--- src/rtl/pac_pkg.sv ---
// ----------------------------------------------------------------------------
// pac_pkg
// shared types and constants of the proximity alarm controller
// ----------------------------------------------------------------------------
package pac_pkg;

    localparam int ECHO_W   = 16;
    localparam int DIST_W   = 13;
    localparam int CM_W     = 9;
    localparam int MS_W     = 16;
    localparam int WPER_W   = 11;
    localparam int CFG_IDX_W = 3;
    localparam int CFG_DATA_W = 16;

    // register indexes
    localparam logic [CFG_IDX_W-1:0] REG_LOCK_DIST   = 3'd0;
    localparam logic [CFG_IDX_W-1:0] REG_WARN_DIST   = 3'd1;
    localparam logic [CFG_IDX_W-1:0] REG_MAX_RANGE   = 3'd2;
    localparam logic [CFG_IDX_W-1:0] REG_ERR_BLINK   = 3'd3;
    localparam logic [CFG_IDX_W-1:0] REG_DEBOUNCE    = 3'd4;
    localparam logic [CFG_IDX_W-1:0] REG_TRIG_PERIOD = 3'd5;

    // register reset values
    localparam logic [CM_W-1:0] LOCK_DIST_RST   = 9'd10;
    localparam logic [CM_W-1:0] WARN_DIST_RST   = 9'd50;
    localparam logic [CM_W-1:0] MAX_RANGE_RST   = 9'd400;
    localparam logic [MS_W-1:0] ERR_BLINK_RST   = 16'd300;
    localparam logic [MS_W-1:0] DEBOUNCE_RST    = 16'd50;
    localparam logic [MS_W-1:0] TRIG_PERIOD_RST = 16'd60;

    // state reset values
    localparam logic [DIST_W-1:0] FILT_RST = 13'd6400;
    localparam logic [WPER_W-1:0] WPER_RST = 11'd500;

    // echo microseconds per cm of distance
    localparam logic [ECHO_W-1:0] ECHO_US_PER_CM = 16'd58;

    // floor(x / 29) = (x * RAW_RECIP) >> RAW_SHIFT, exact for x below 2^20
    localparam int              RAW_PROD_W = 39;
    localparam logic [19:0]     RAW_RECIP  = 20'd578525;
    localparam int              RAW_SHIFT  = 24;

    // floor(x / 5) = (x * FILT_RECIP) >> FILT_SHIFT, exact for x below 2^18
    localparam int              FILT_SUM_W  = 16;
    localparam logic [15:0]     FILT_RECIP  = 16'd52429;
    localparam int              FILT_SHIFT  = 18;

    typedef struct packed {
        logic [DIST_W-1:0] raw;
        logic              in_range;
    } echo_conv_t;

endpackage

--- src/rtl/pac_tick_if.sv ---
// ----------------------------------------------------------------------------
// pac_tick_if
// input channel: one transaction per millisecond tick
// ----------------------------------------------------------------------------
interface pac_tick_if;
    import pac_pkg::*;

    logic              valid;
    logic              ready;
    logic              echo_valid;
    logic [ECHO_W-1:0] echo_micros;
    logic              button_level;

    modport source (output valid, output echo_valid, output echo_micros,
                    output button_level, input ready);
    modport sink   (input valid, input echo_valid, input echo_micros,
                    input button_level, output ready);
endinterface

--- src/rtl/pac_result_if.sv ---
// ----------------------------------------------------------------------------
// pac_result_if
// output channel: one result transaction per tick
// ----------------------------------------------------------------------------
interface pac_result_if;
    import pac_pkg::*;

    logic              valid;
    logic              ready;
    logic              trigger_pulse;
    logic              warning_led;
    logic              error_led;
    logic              locked;
    logic [DIST_W-1:0] distance_sixteenths;
    logic              distance_updated;
    logic              warning_zone;

    modport source (output valid, output trigger_pulse, output warning_led,
                    output error_led, output locked, output distance_sixteenths,
                    output distance_updated, output warning_zone, input ready);
    modport sink   (input valid, input trigger_pulse, input warning_led,
                    input error_led, input locked, input distance_sixteenths,
                    input distance_updated, input warning_zone, output ready);
endinterface

--- src/rtl/proximity_alarm_controller.sv ---
// ----------------------------------------------------------------------------
// proximity_alarm_controller
// ultrasonic distance filter, lock logic, blink timers and trigger timer
//
//  channel  | dir | transaction
//  ---------+-----+----------------------------------------------------------
//  tick     | in  | one ms tick: echo_valid, echo_micros, button_level
//  result   | out | trigger, leds, lock, filtered distance, update, zone
//  cfg      | in  | register write: cfg_we, cfg_index, cfg_wdata
//
//  one transaction per clock cycle sustained while result is ready; each
//  tick passes an input register, a register after the echo multiplier,
//  then the state update and the result register
//  the state loop runs combinationally through the divide-by-five multiplier
//  reset clears all timers and levels, distance 6400, blink period 500
//  a stalled result holds the pipeline; ready drops only when it is full
// ----------------------------------------------------------------------------
module proximity_alarm_controller
(
    input  logic                            clk,
    input  logic                            rst_n,
    pac_tick_if.sink                        tick,
    pac_result_if.source                    result,
    input  logic                            cfg_we,
    input  logic [pac_pkg::CFG_IDX_W-1:0]   cfg_index,
    input  logic [pac_pkg::CFG_DATA_W-1:0]  cfg_wdata
);
    import pac_pkg::*;

    function automatic logic [MS_W-1:0] sat_inc(input logic [MS_W-1:0] v);
        sat_inc = (v == {MS_W{1'b1}}) ? v : v + 1'b1;
    endfunction

    // configuration
    logic [CM_W-1:0] lock_dist_reg;
    logic [CM_W-1:0] warn_dist_reg;
    logic [CM_W-1:0] max_range_reg;
    logic [MS_W-1:0] err_blink_reg;
    logic [MS_W-1:0] debounce_reg;
    logic [MS_W-1:0] trig_period_reg;

    // pipeline
    logic              a_v_reg;
    logic              a_echo_valid_reg;
    logic [ECHO_W-1:0] a_echo_micros_reg;
    logic              a_button_reg;
    echo_conv_t        a_conv;

    logic              b_v_reg;
    logic              b_echo_valid_reg;
    logic [DIST_W-1:0] b_raw_reg;
    logic              b_in_range_reg;
    logic              b_button_reg;

    logic              o_v_reg;
    logic              o_trig_reg;
    logic              o_wled_reg;
    logic              o_eled_reg;
    logic              o_locked_reg;
    logic [DIST_W-1:0] o_dist_reg;
    logic              o_upd_reg;
    logic              o_zone_reg;

    logic out_adv;
    logic b_adv;
    logic a_adv;
    logic step;

    // state
    logic [DIST_W-1:0] filt_reg,    filt_next;
    logic [WPER_W-1:0] wper_reg,    wper_next;
    logic [MS_W-1:0]   warn_el_reg, warn_el_next;
    logic [MS_W-1:0]   err_el_reg,  err_el_next;
    logic [MS_W-1:0]   btn_el_reg,  btn_el_next;
    logic [MS_W-1:0]   trig_el_reg, trig_el_next;
    logic              lock_reg,    lock_next;
    logic              wl_reg,      wl_next;
    logic              el_reg,      el_next;
    logic              stored_reg,  stored_next;
    logic              trig_next;
    logic              zone_next;

    logic [FILT_SUM_W-1:0] filt_sum;
    logic [31:0]           filt_prod;
    logic [DIST_W-1:0]     filt_quot;

    assign out_adv    = !o_v_reg || result.ready;
    assign b_adv      = !b_v_reg || out_adv;
    assign a_adv      = !a_v_reg || b_adv;
    assign tick.ready = a_adv;
    assign step       = b_v_reg && out_adv;

    always_ff @(posedge clk or negedge rst_n)
    begin
        if (!rst_n)
        begin
            lock_dist_reg   <= LOCK_DIST_RST;
            warn_dist_reg   <= WARN_DIST_RST;
            max_range_reg   <= MAX_RANGE_RST;
            err_blink_reg   <= ERR_BLINK_RST;
            debounce_reg    <= DEBOUNCE_RST;
            trig_period_reg <= TRIG_PERIOD_RST;
        end
        else if (cfg_we)
        begin
            case (cfg_index)
                REG_LOCK_DIST:   lock_dist_reg   <= cfg_wdata[CM_W-1:0];
                REG_WARN_DIST:   warn_dist_reg   <= cfg_wdata[CM_W-1:0];
                REG_MAX_RANGE:   max_range_reg   <= cfg_wdata[CM_W-1:0];
                REG_ERR_BLINK:   err_blink_reg   <= cfg_wdata[MS_W-1:0];
                REG_DEBOUNCE:    debounce_reg    <= cfg_wdata[MS_W-1:0];
                REG_TRIG_PERIOD: trig_period_reg <= cfg_wdata[MS_W-1:0];
                default:         ;
            endcase
        end
    end

    pac_echo_conv u_echo_conv
    (
        .echo_micros  (a_echo_micros_reg),
        .max_range_cm (max_range_reg),
        .conv         (a_conv)
    );

    // pipeline valids
    always_ff @(posedge clk or negedge rst_n)
    begin
        if (!rst_n)
        begin
            a_v_reg <= 1'b0;
            b_v_reg <= 1'b0;
            o_v_reg <= 1'b0;
        end
        else
        begin
            if (a_adv)
                a_v_reg <= tick.valid;
            if (b_adv)
                b_v_reg <= a_v_reg;
            if (out_adv)
                o_v_reg <= b_v_reg;
        end
    end

    // pipeline payload
    always_ff @(posedge clk)
    begin
        if (a_adv && tick.valid)
        begin
            a_echo_valid_reg  <= tick.echo_valid;
            a_echo_micros_reg <= tick.echo_micros;
            a_button_reg      <= tick.button_level;
        end
        if (b_adv && a_v_reg)
        begin
            b_echo_valid_reg <= a_echo_valid_reg;
            b_raw_reg        <= a_conv.raw;
            b_in_range_reg   <= a_conv.in_range;
            b_button_reg     <= a_button_reg;
        end
        if (step)
        begin
            o_trig_reg   <= trig_next;
            o_wled_reg   <= wl_next;
            o_eled_reg   <= el_next;
            o_locked_reg <= lock_next;
            o_dist_reg   <= filt_next;
            o_upd_reg    <= b_echo_valid_reg;
            o_zone_reg   <= zone_next;
        end
    end

    // 3:2 smoothing, sum divided by five
    assign filt_sum  = FILT_SUM_W'(filt_reg) + FILT_SUM_W'({filt_reg, 1'b0})
                     + FILT_SUM_W'({b_raw_reg, 1'b0});
    assign filt_prod = 32'(filt_sum) * 32'(FILT_RECIP);
    assign filt_quot = filt_prod[FILT_SHIFT +: DIST_W];

    always_comb
    begin
        warn_el_next = sat_inc(warn_el_reg);
        err_el_next  = sat_inc(err_el_reg);
        btn_el_next  = sat_inc(btn_el_reg);
        trig_el_next = sat_inc(trig_el_reg);
        lock_next    = lock_reg;
        wl_next      = wl_reg;
        el_next      = el_reg;
        stored_next  = stored_reg;
        filt_next    = filt_reg;
        wper_next    = wper_reg;
        trig_next    = 1'b0;

        if (lock_reg)
        begin
            if (err_el_next > err_blink_reg)
            begin
                err_el_next = err_el_next - err_blink_reg;
                el_next     = !el_next;
                wl_next     = !wl_next;
            end
            if (btn_el_next > debounce_reg && b_button_reg != stored_reg)
            begin
                btn_el_next = '0;
                stored_next = b_button_reg;
                // release unlocks
                if (!b_button_reg)
                begin
                    lock_next = 1'b0;
                    el_next   = 1'b0;
                end
            end
        end
        else if (warn_el_next > MS_W'(wper_reg))
        begin
            warn_el_next = warn_el_next - MS_W'(wper_reg);
            wl_next      = !wl_next;
        end

        if (trig_el_next > trig_period_reg)
        begin
            trig_el_next = trig_el_next - trig_period_reg;
            trig_next    = 1'b1;
        end

        if (b_echo_valid_reg)
        begin
            if (b_in_range_reg)
                filt_next = filt_quot;
            wper_next = filt_next[DIST_W-1:2];
            if (filt_next < {lock_dist_reg, 4'b0000} && !lock_next)
            begin
                lock_next = 1'b1;
                wl_next   = 1'b0;
                el_next   = 1'b0;
            end
        end

        zone_next = (filt_next <= {warn_dist_reg, 4'b0000});
    end

    always_ff @(posedge clk or negedge rst_n)
    begin
        if (!rst_n)
        begin
            filt_reg    <= FILT_RST;
            wper_reg    <= WPER_RST;
            warn_el_reg <= '0;
            err_el_reg  <= '0;
            btn_el_reg  <= '0;
            trig_el_reg <= '0;
            lock_reg    <= 1'b0;
            wl_reg      <= 1'b0;
            el_reg      <= 1'b0;
            stored_reg  <= 1'b0;
        end
        else if (step)
        begin
            filt_reg    <= filt_next;
            wper_reg    <= wper_next;
            warn_el_reg <= warn_el_next;
            err_el_reg  <= err_el_next;
            btn_el_reg  <= btn_el_next;
            trig_el_reg <= trig_el_next;
            lock_reg    <= lock_next;
            wl_reg      <= wl_next;
            el_reg      <= el_next;
            stored_reg  <= stored_next;
        end
    end

    assign result.valid               = o_v_reg;
    assign result.trigger_pulse       = o_trig_reg;
    assign result.warning_led         = o_wled_reg;
    assign result.error_led           = o_eled_reg;
    assign result.locked              = o_locked_reg;
    assign result.distance_sixteenths = o_dist_reg;
    assign result.distance_updated    = o_upd_reg;
    assign result.warning_zone        = o_zone_reg;

    // both leds blink in phase while locked
    assert property (@(posedge clk) disable iff (!rst_n)
        lock_reg |-> (wl_reg == el_reg))
        else $error("led levels out of phase while locked");

    // error led is dark while unlocked
    assert property (@(posedge clk) disable iff (!rst_n)
        !lock_reg |-> !el_reg)
        else $error("error level set while unlocked");

    // filter state moves only on a tick that delivers an echo
    assert property (@(posedge clk) disable iff (!rst_n)
        !(step && b_echo_valid_reg) |=> $stable(filt_reg) && $stable(wper_reg))
        else $error("distance state changed without an echo");

endmodule

--- src/rtl/pac_echo_conv.sv ---
// ----------------------------------------------------------------------------
// pac_echo_conv
// echo width to raw distance in sixteenths of a cm, with range check
// ----------------------------------------------------------------------------
module pac_echo_conv
(
    input  logic [pac_pkg::ECHO_W-1:0] echo_micros,
    input  logic [pac_pkg::CM_W-1:0]   max_range_cm,
    output pac_pkg::echo_conv_t        conv
);
    import pac_pkg::*;

    logic [RAW_PROD_W-1:0] prod;
    logic [ECHO_W-1:0]     limit;

    // us * 16 / 58 = (us * 8) / 29
    assign prod  = RAW_PROD_W'({echo_micros, 3'b000}) * RAW_PROD_W'(RAW_RECIP);
    assign limit = ECHO_W'(max_range_cm) * ECHO_US_PER_CM;

    // in range the quotient stays below 2^13
    assign conv.raw      = prod[RAW_SHIFT +: DIST_W];
    assign conv.in_range = (echo_micros <= limit);
endmodule
--- src/flat_wrapper.sv ---
// flat-port wrapper written by rule: the top's interface ports become plain ports
module proximity_alarm_controller_flat import pac_pkg::*;
  (clk, rst_n, cfg_we, cfg_index, cfg_wdata, tick_valid, tick_echo_valid, tick_echo_micros, tick_button_level, tick_ready, result_valid, result_trigger_pulse, result_warning_led, result_error_led, result_locked, result_distance_sixteenths, result_distance_updated, result_warning_zone, result_ready);
  pac_tick_if tick_i ();
  pac_result_if result_i ();
  input  logic clk;
  input  logic rst_n;
  input  logic cfg_we;
  input  logic [pac_pkg::CFG_IDX_W-1:0] cfg_index;
  input  logic [pac_pkg::CFG_DATA_W-1:0] cfg_wdata;
  input wire logic [$bits(tick_i.valid)-1:0] tick_valid;
  input wire logic [$bits(tick_i.echo_valid)-1:0] tick_echo_valid;
  input wire logic [$bits(tick_i.echo_micros)-1:0] tick_echo_micros;
  input wire logic [$bits(tick_i.button_level)-1:0] tick_button_level;
  output wire logic [$bits(tick_i.ready)-1:0] tick_ready;
  output wire logic [$bits(result_i.valid)-1:0] result_valid;
  output wire logic [$bits(result_i.trigger_pulse)-1:0] result_trigger_pulse;
  output wire logic [$bits(result_i.warning_led)-1:0] result_warning_led;
  output wire logic [$bits(result_i.error_led)-1:0] result_error_led;
  output wire logic [$bits(result_i.locked)-1:0] result_locked;
  output wire logic [$bits(result_i.distance_sixteenths)-1:0] result_distance_sixteenths;
  output wire logic [$bits(result_i.distance_updated)-1:0] result_distance_updated;
  output wire logic [$bits(result_i.warning_zone)-1:0] result_warning_zone;
  input wire logic [$bits(result_i.ready)-1:0] result_ready;
  assign tick_i.valid = tick_valid;
  assign tick_i.echo_valid = tick_echo_valid;
  assign tick_i.echo_micros = tick_echo_micros;
  assign tick_i.button_level = tick_button_level;
  assign tick_ready = tick_i.ready;
  assign result_valid = result_i.valid;
  assign result_trigger_pulse = result_i.trigger_pulse;
  assign result_warning_led = result_i.warning_led;
  assign result_error_led = result_i.error_led;
  assign result_locked = result_i.locked;
  assign result_distance_sixteenths = result_i.distance_sixteenths;
  assign result_distance_updated = result_i.distance_updated;
  assign result_warning_zone = result_i.warning_zone;
  assign result_i.ready = result_ready;
  proximity_alarm_controller u_core (.clk(clk), .rst_n(rst_n), .tick(tick_i), .result(result_i), .cfg_we(cfg_we), .cfg_index(cfg_index), .cfg_wdata(cfg_wdata));
endmodule
--- config.mk ---
export PLATFORM = sky130hd
export DESIGN_NAME = proximity_alarm_controller_flat
export DESIGN_NICKNAME = d
export VERILOG_FILES = /design/src/rtl/pac_pkg.sv /design/src/rtl/pac_tick_if.sv /design/src/rtl/pac_result_if.sv /design/src/rtl/proximity_alarm_controller.sv /design/src/rtl/pac_echo_conv.sv /design/src/flat_wrapper.sv
export SDC_FILE = /design/constraint.sdc
export NUM_CORES = 1
export LEC_CHECK = 0
export BUFFER_PORTS_ARGS = -buffer_cell sky130_fd_sc_hd__buf_2
export CORE_MARGIN = 10
export CORE_UTILIZATION = 70
export CTS_BUF_LIST = sky130_fd_sc_hd__clkbuf_4 sky130_fd_sc_hd__clkbuf_8
export CTS_CLUSTER_DIAMETER = 80
export CTS_CLUSTER_SIZE = 40
export DETAILED_ROUTE_END_ITERATION = 8
export GPL_TIMING_DRIVEN = 1
export HOLD_SLACK_MARGIN = 0.1
export PLACE_DENSITY = 0.88
export SYNTH_ARGS = -nofsm -noshare
export SYNTH_HDL_FRONTEND = slang
export SYNTH_SLANG_ARGS = --single-unit
--- constraint.sdc ---
create_clock -name clk -period 31.8 [get_ports clk]
set_clock_uncertainty 0.1 [all_clocks]
set_input_delay 4.77 -clock clk [delete_from_list [all_inputs] [get_ports clk]]
set_output_delay 4.77 -clock clk [all_outputs]
set_load 0.005 [all_outputs]
### Word-level counts from Yosys, hierarchy flattened

Cells that the tools add are included.

| storage, ports and cells | value |
|---|---|
| flip-flop bits (word level) | 223 |
| logic and storage cells | 116 |
| input bits | 42 |
| output and inout bits | 21 |

| cells by class | value |
|---|---|
| order comparisons | 7 |
| multipliers | 3 |
| multiplexer cells | 31 |
| reduce and logical (&&, ||, !) cells | 23 |
| add/subtract/negate cells | 9 |
| equal/unequal tests | 10 |

Operators by type and width:

| operator | count |
|---|---|
| two-way mux 16 bit | 11 |
| adder 16 x 1 -> 16 bit (second input constant) | 4 |
| == test 16 bit (second input constant) | 4 |
| greater-than comparator 16 bit | 3 |
| two-way mux 13 bit | 3 |
| multiplier 16 x 20 -> 34 bit (second input constant) | 1 |
| subtractor 16 bit | 2 |
| multiplier 16 x 16 -> 31 bit (second input constant) | 1 |
| two-way mux 1 bit | 17 |
| adder 16 x 14 -> 16 bit | 1 |
| greater-than comparator 16 x 11 -> 1 bit | 1 |
| less-or-equal comparator 16 x 15 -> 1 bit | 1 |
| subtractor 16 x 11 -> 16 bit | 1 |
| adder 13 x 14 -> 15 bit | 1 |
| multiplier 9 x 5 -> 14 bit (second input constant) | 1 |
| AND reduction 2 bit | 7 |
| less-or-equal comparator 13 bit | 1 |
| < comparator 13 bit | 1 |
| == test 3 x 2 -> 1 bit (second input constant) | 2 |
| == test 3 bit (second input constant) | 2 |
| zero test 1 bit | 6 |
| logical AND 1 bit | 5 |
| == test 3 x 1 -> 1 bit (second input constant) | 1 |
| zero test 3 bit | 1 |
| 3 further kinds | 5 |

### Depth between registers and ports, before layout

| depth | value |
|---|---|
| depth after elaboration | 10 |
| gate-level depth with buffers | 48 |
| gate-level depth less buffers | 48 |

### Hierarchy

A second synthesis with hierarchy kept.

| unflattened totals | value |
|---|---|
| cells, all modules | 2695 |
| area, all modules | 25693.4 um^2 |

Modules (own cells, without submodules):

| module | cells an instance | times used | area each (um^2) |
|---|---|---|---|
| proximity_alarm_controller | 1985 | 1 | 18936.9 |
| pac_echo_conv | 710 | 1 | 6756.5 |

### Worst setup path after synthesis

No wires, ideal clock.

| timing path | value |
|---|---|
| kind | reg-to-reg |
| start | register u_core.filt_reg[0] |
| end | register u_core.wl_reg |
| stages on the path, launching flop included | 47 |
| clock period less this slack | 9.965 ns |
| path slack | 21.835 ns |
| data required time | 31.582 ns |
| path buffers | 0 |
| setup time | 0.118 ns |
| arrival | 9.746 ns |
| cells stage by stage | dfrtp_1 -> ha_1 -> inv_1 -> fa_1 -> nor2b_1 -> o21ai_0 -> a21boi_0 -> o21ai_0 -> nand2b_1 -> a21o_1 -> a221o_1 -> nor2_1 -> xnor2_1 -> ha_1 -> o21a_1 -> nor2_1 -> a21oi_1 -> a21o_1 -> [... 11 more ...] -> inv_1 -> ha_1 -> a21oi_1 -> o21ai_0 -> a221oi_2 -> o211ai_2 -> a221o_1 -> a311o_1 -> a21oi_1 -> xnor2_1 -> a21oi_1 -> ha_1 -> o211ai_1 -> a21oi_1 -> a2111oi_0 -> o211a_1 -> o31ai_1 -> a21o_1 |

| on the way | value |
|---|---|
| cells in the longest elaborated chain, start to end | 9 |

RTL lines:

| element | RTL line | source |
|---|---|---|
| start, declared | proximity_alarm_controller.sv:70 | `logic [DIST_W-1:0] filt_reg, filt_next;` |
| start signal, assigned | proximity_alarm_controller.sv:258 | `filt_reg <= filt_next;` |
| adder 13 x 14 -> 15 bit | proximity_alarm_controller.sv:174 | `assign filt_sum = FILT_SUM_W'(filt_reg) + FILT_SUM_W'({filt_reg, 1'b0})` |
| adder 16 x 14 -> 16 bit | proximity_alarm_controller.sv:175 | `+ FILT_SUM_W'({b_raw_reg, 1'b0});` |
| multiplier 16 x 16 -> 31 bit | proximity_alarm_controller.sv:176 | `assign filt_prod = 32'(filt_sum) * 32'(FILT_RECIP);` |
| two-way mux 13 bit (*) | proximity_alarm_controller.sv:227 | `if (b_in_range_reg)` |
| two-way mux 13 bit (*) | proximity_alarm_controller.sv:225 | `if (b_echo_valid_reg)` |
| < comparator 13 bit (*) | proximity_alarm_controller.sv:230 | `if (filt_next < {lock_dist_reg, 4'b0000} && !lock_next)` |
| logical AND 1 bit (*) | proximity_alarm_controller.sv:230 |  |
| two-way mux 1 bit (*) | proximity_alarm_controller.sv:230 |  |
| two-way mux 1 bit (*) | proximity_alarm_controller.sv:225 |  |
| end signal, assigned | proximity_alarm_controller.sv:265 | `wl_reg <= wl_next;` |
| end, declared | proximity_alarm_controller.sv:77 | `logic wl_reg, wl_next;` |

Every way passes the cells marked *; elsewhere a longest branch is shown, timed or not. The select of a mux whose other input is x is not followed.
A chain may end at the register's enable or synchronous reset.

### Worst setup path in the final report

Ends and elaborated chain as after synthesis.

==> summary.md <==
| Metric | Value |
|---|---|
| Worst-case hold slack | approximately 0.37 ns |
| Wirelength, routed | 57300 um |
| Critical path's top delay family | compound AO/OA/AOI/OAI gates |
| Number of enable-type register cells in the synthesized netlist | 53 |
| Die outline width | around 210 um |
| Wire length of the first global-routing pass | between 90000 and 100000 um |
| Master cell of the clock root buffer | clkbuf_8 |
| Maximum buffer depth of the clock tree | 3 |
| Post-cts repair resize count | 0 |
| Worst EP arrival | 11.72 ns |
| Setup repair bufs after CTS | 0 |
| TritonCTS Sinks | 223 |
| Area taken by flip-flops and latches | ~5900 um2 |
| Netlist area before placement | 24800 um2 |
| Setup WS post-layout | 20.49 ns |
| Element type at the critical path start | flip-flop |
| Final Max Tran Viols | 0 |
| Diodes inserted | 0 |
| Final net count | ~3300 |
| Number of antenna violations at the first check in global routing | 0 |
| Predominant post-synthesis flop cell | dfrtp_1 |
| DRC | 0 |
| Highest attainable clock frequency | 0.0884 GHz |
| Final setup vio count | 0 |
| CP peak stage delay | 0.56 ns |
| Maximum number of pins on one net before global-route repair | 100 |
| Core Box Area | 34700 um2 |
| Worst path slowest cell | a2111oi_0 |
| Slew Limit Headroom | 0.257 |
| Buf/Inv on CP | 5 |
| Number of buffers added by the clock tree synthesis step | 14 |
| Via count | 18481 |
| Syn avg cell area | between 9 and 10 um2 |
| Share of the core filled with cells | 0.749 |
| Fraction of final layout cells with drive strength greater than 1 | 0.0859 |
| Seq cells post-synth | ~220 |
| Sum Neg Setup Slack | 0 ns |
| Leftover overflow at the end of global routing | 0 |
| Clock period minus worst slack | 11.31 ns |
| Starting density of the core | 0.714 |
| Vias in the first global route | 19504 |
| Count of port buffers added during placement | 62 |
| Global placer's final weighted congestion | between 0.9 and 1 |
| Unrepaired setup endpoints after global routing | false |
| YS warnings | 0 |
| Start-to-end type of the worst setup path | reg -> reg |
| Count of hold-fix buffers inserted at cts | 0 |
| Post-synthesis instance total | about 2600 |
| Vias per Instance | 5.99 |
| Run status | complete, no violations |
| Number of DRC markers after the initial detailed-route iteration | about 1400 |
| Reported max-cap violation count | 0 |
| Std cell rows | just under 70 |
| Clock tree from TritonCTS | built |
| Maximum net fanout on the critical path | 8 |
| Pre-Repair DR Iteration Count | 7 |
| Class of the worst hold path | reg -> reg |
| Top-level I/O count | 63 |
| Tcrit/Tclk final | 0.356 |
| Footprint of the multi-input gates | between 15000 and 20000 um2 |
| Area growth, synth to finish | 4.90% |
| Final-layout fill cell count | 2362 |
| Total global routing track utilization | 0.264 |
| HPWL reported at the end of detailed placement | 46700 um |
| Type of destination of the critical path | flip-flop |
| Count of unique library cells instantiated by Yosys | 72 |
| Worst-Skew Late Latency | 0.61 ns |
| Total nets after synthesis | about 3200 |
| Die Area | 43300 um2 |
| CTS H-Tree Depth | 1 |
| Transition at the pin with the smallest max-transition slack | 1.11 ns |
| Post-synthesis async set-or-reset flop share | 0.762 |
| Antenna-violating nets left | 0 |
| Critical path data required time | 32.21 ns |
| Final routed wire length divided by cell count | 18.6 um |
| Seq/Total Area, Yosys | 0.237 |
| Final hold violation count | 0 |
| Vertical die dimension | approximately 210 um |
| Worst slack at placement | between 20 and 25 ns |
| Reg clk slew, reported paths | 0.20 ns |
[layout make-up]
type,instances,area share
timing repair buffer,70,0.0145
multi-input combinational,1838,0.653
clock inverter,9,0.00813
inverter,475,0.0686
sequential,223,0.226
clock buffer,15,0.00794
tap,455,0.0219
[final timing paths]
| kind | start | endpoint | slack [ns] | depth (start not counted) |
|---|---|---|---|---|
| min reg2reg | u_core.a_button_reg$_DFFE_PP_ | u_core.b_button_reg$_DFFE_PP_ | 0.37 | 0 |
| min in group asynchronous | rst_n | u_core.warn_el_reg[13]$_DFFE_PN0P_ | 4.13 | 1 |
| max in group asynchronous | rst_n | u_core.b_v_reg$_DFFE_PN0P_ | 25.92 | 2 |
| max reg2reg | u_core.filt_reg[0]$_DFFE_PN0P_ | u_core.wl_reg$_DFFE_PN0P_ | 20.49 | 46 |
| min | u_core.a_button_reg$_DFFE_PP_ | u_core.b_button_reg$_DFFE_PP_ | 0.37 | 0 |
| max | u_core.filt_reg[0]$_DFFE_PN0P_ | u_core.wl_reg$_DFFE_PN0P_ | 20.49 | 46 |
[layer usage]
layer / share of wire / up-vias / global-route usage
li1: - / 8725 / -
met1: 0.42 / 9032 / 0.338
met2: 0.48 / 596 / 0.449
met3: 0.065 / 128 / 0.0394
met4: 0.033 / 0 / 0.0879
met5: 0 / - / 0
[placed cells by master, fill, tap and decap left out, types with 11 or more instances in the layout]
cell | netlist | final
nor2b_1 | 25 | 25
buf_2 | 3 | 61
xnor2_1 | 99 | 99
xor2_1 | 46 | 46
o21ai_0 | 152 | 152
nor3_1 | 28 | 28
a21o_1 | 34 | 34
o31ai_1 | 19 | 19
and3_1 | 20 | 20
nor2_1 | 112 | 112
a21oi_1 | 109 | 109
mux2_2 | 78 | 78
and2_1 | 14 | 14
a31oi_1 | 11 | 11
nand2b_1 | 26 | 26
ha_1 | 407 | 407
nand4_1 | 28 | 28
dfrtp_1 | 142 | 142
nand2_1 | 188 | 187
inv_1 | 474 | 474
nand3_1 | 51 | 51
dfstp_2 | 28 | 28
fa_1 | 210 | 210
a211oi_1 | 12 | 11
clkbuf_8 | 0 | 15
o21a_1 | 24 | 24
mux2i_1 | 18 | 18
edfxtp_1 | 53 | 53
[Yosys cell counts (51+ instances only)]
master	instances	area share
xnor2_1	99	0.035
inv_1	474	0.072
nor2_1	112	0.017
nand2_1	188	0.028
dfrtp_1	142	0.14
o21ai_0	152	0.031
mux2_2	78	0.035
edfxtp_1	53	0.064
fa_1	210	0.17
ha_1	407	0.21
nand3_1	51	0.010
a21oi_1	109	0.022
[through the flow]
| step | cell area (um2) | instances |
|---|---|---|
| floorplan | 24800 | 2582 |
| global placement | 25600 | 3061 |
| detailed placement | 25600 | 3061 |
| CTS | 26000 | 3085 |
| global route | 26000 | 3085 |
| finish | 26000 | 3085 |
[cells by family (layout without fill, tap and decap cells)]
| kind of cell | count (synthesis) | in the layout | synth area share |
|---|---|---|---|
| multiplexers | 96 | 96 | 0.0427 |
| AO/OA/AOI/OAI | 436 | 436 | 0.108 |
| buffers and inverters | 521 | 569 | 0.0792 |
| adder cells (fa/ha/maj) | 617 | 617 | 0.375 |
| flip-flops | 223 | 223 | 0.237 |
| XOR/XNOR | 145 | 145 | 0.0512 |
| AND/OR/NAND/NOR | 544 | 544 | 0.107 |
Power is not shown: default switching activity piles up to over one toggle a cycle in this logic, so the estimate is an artifact.
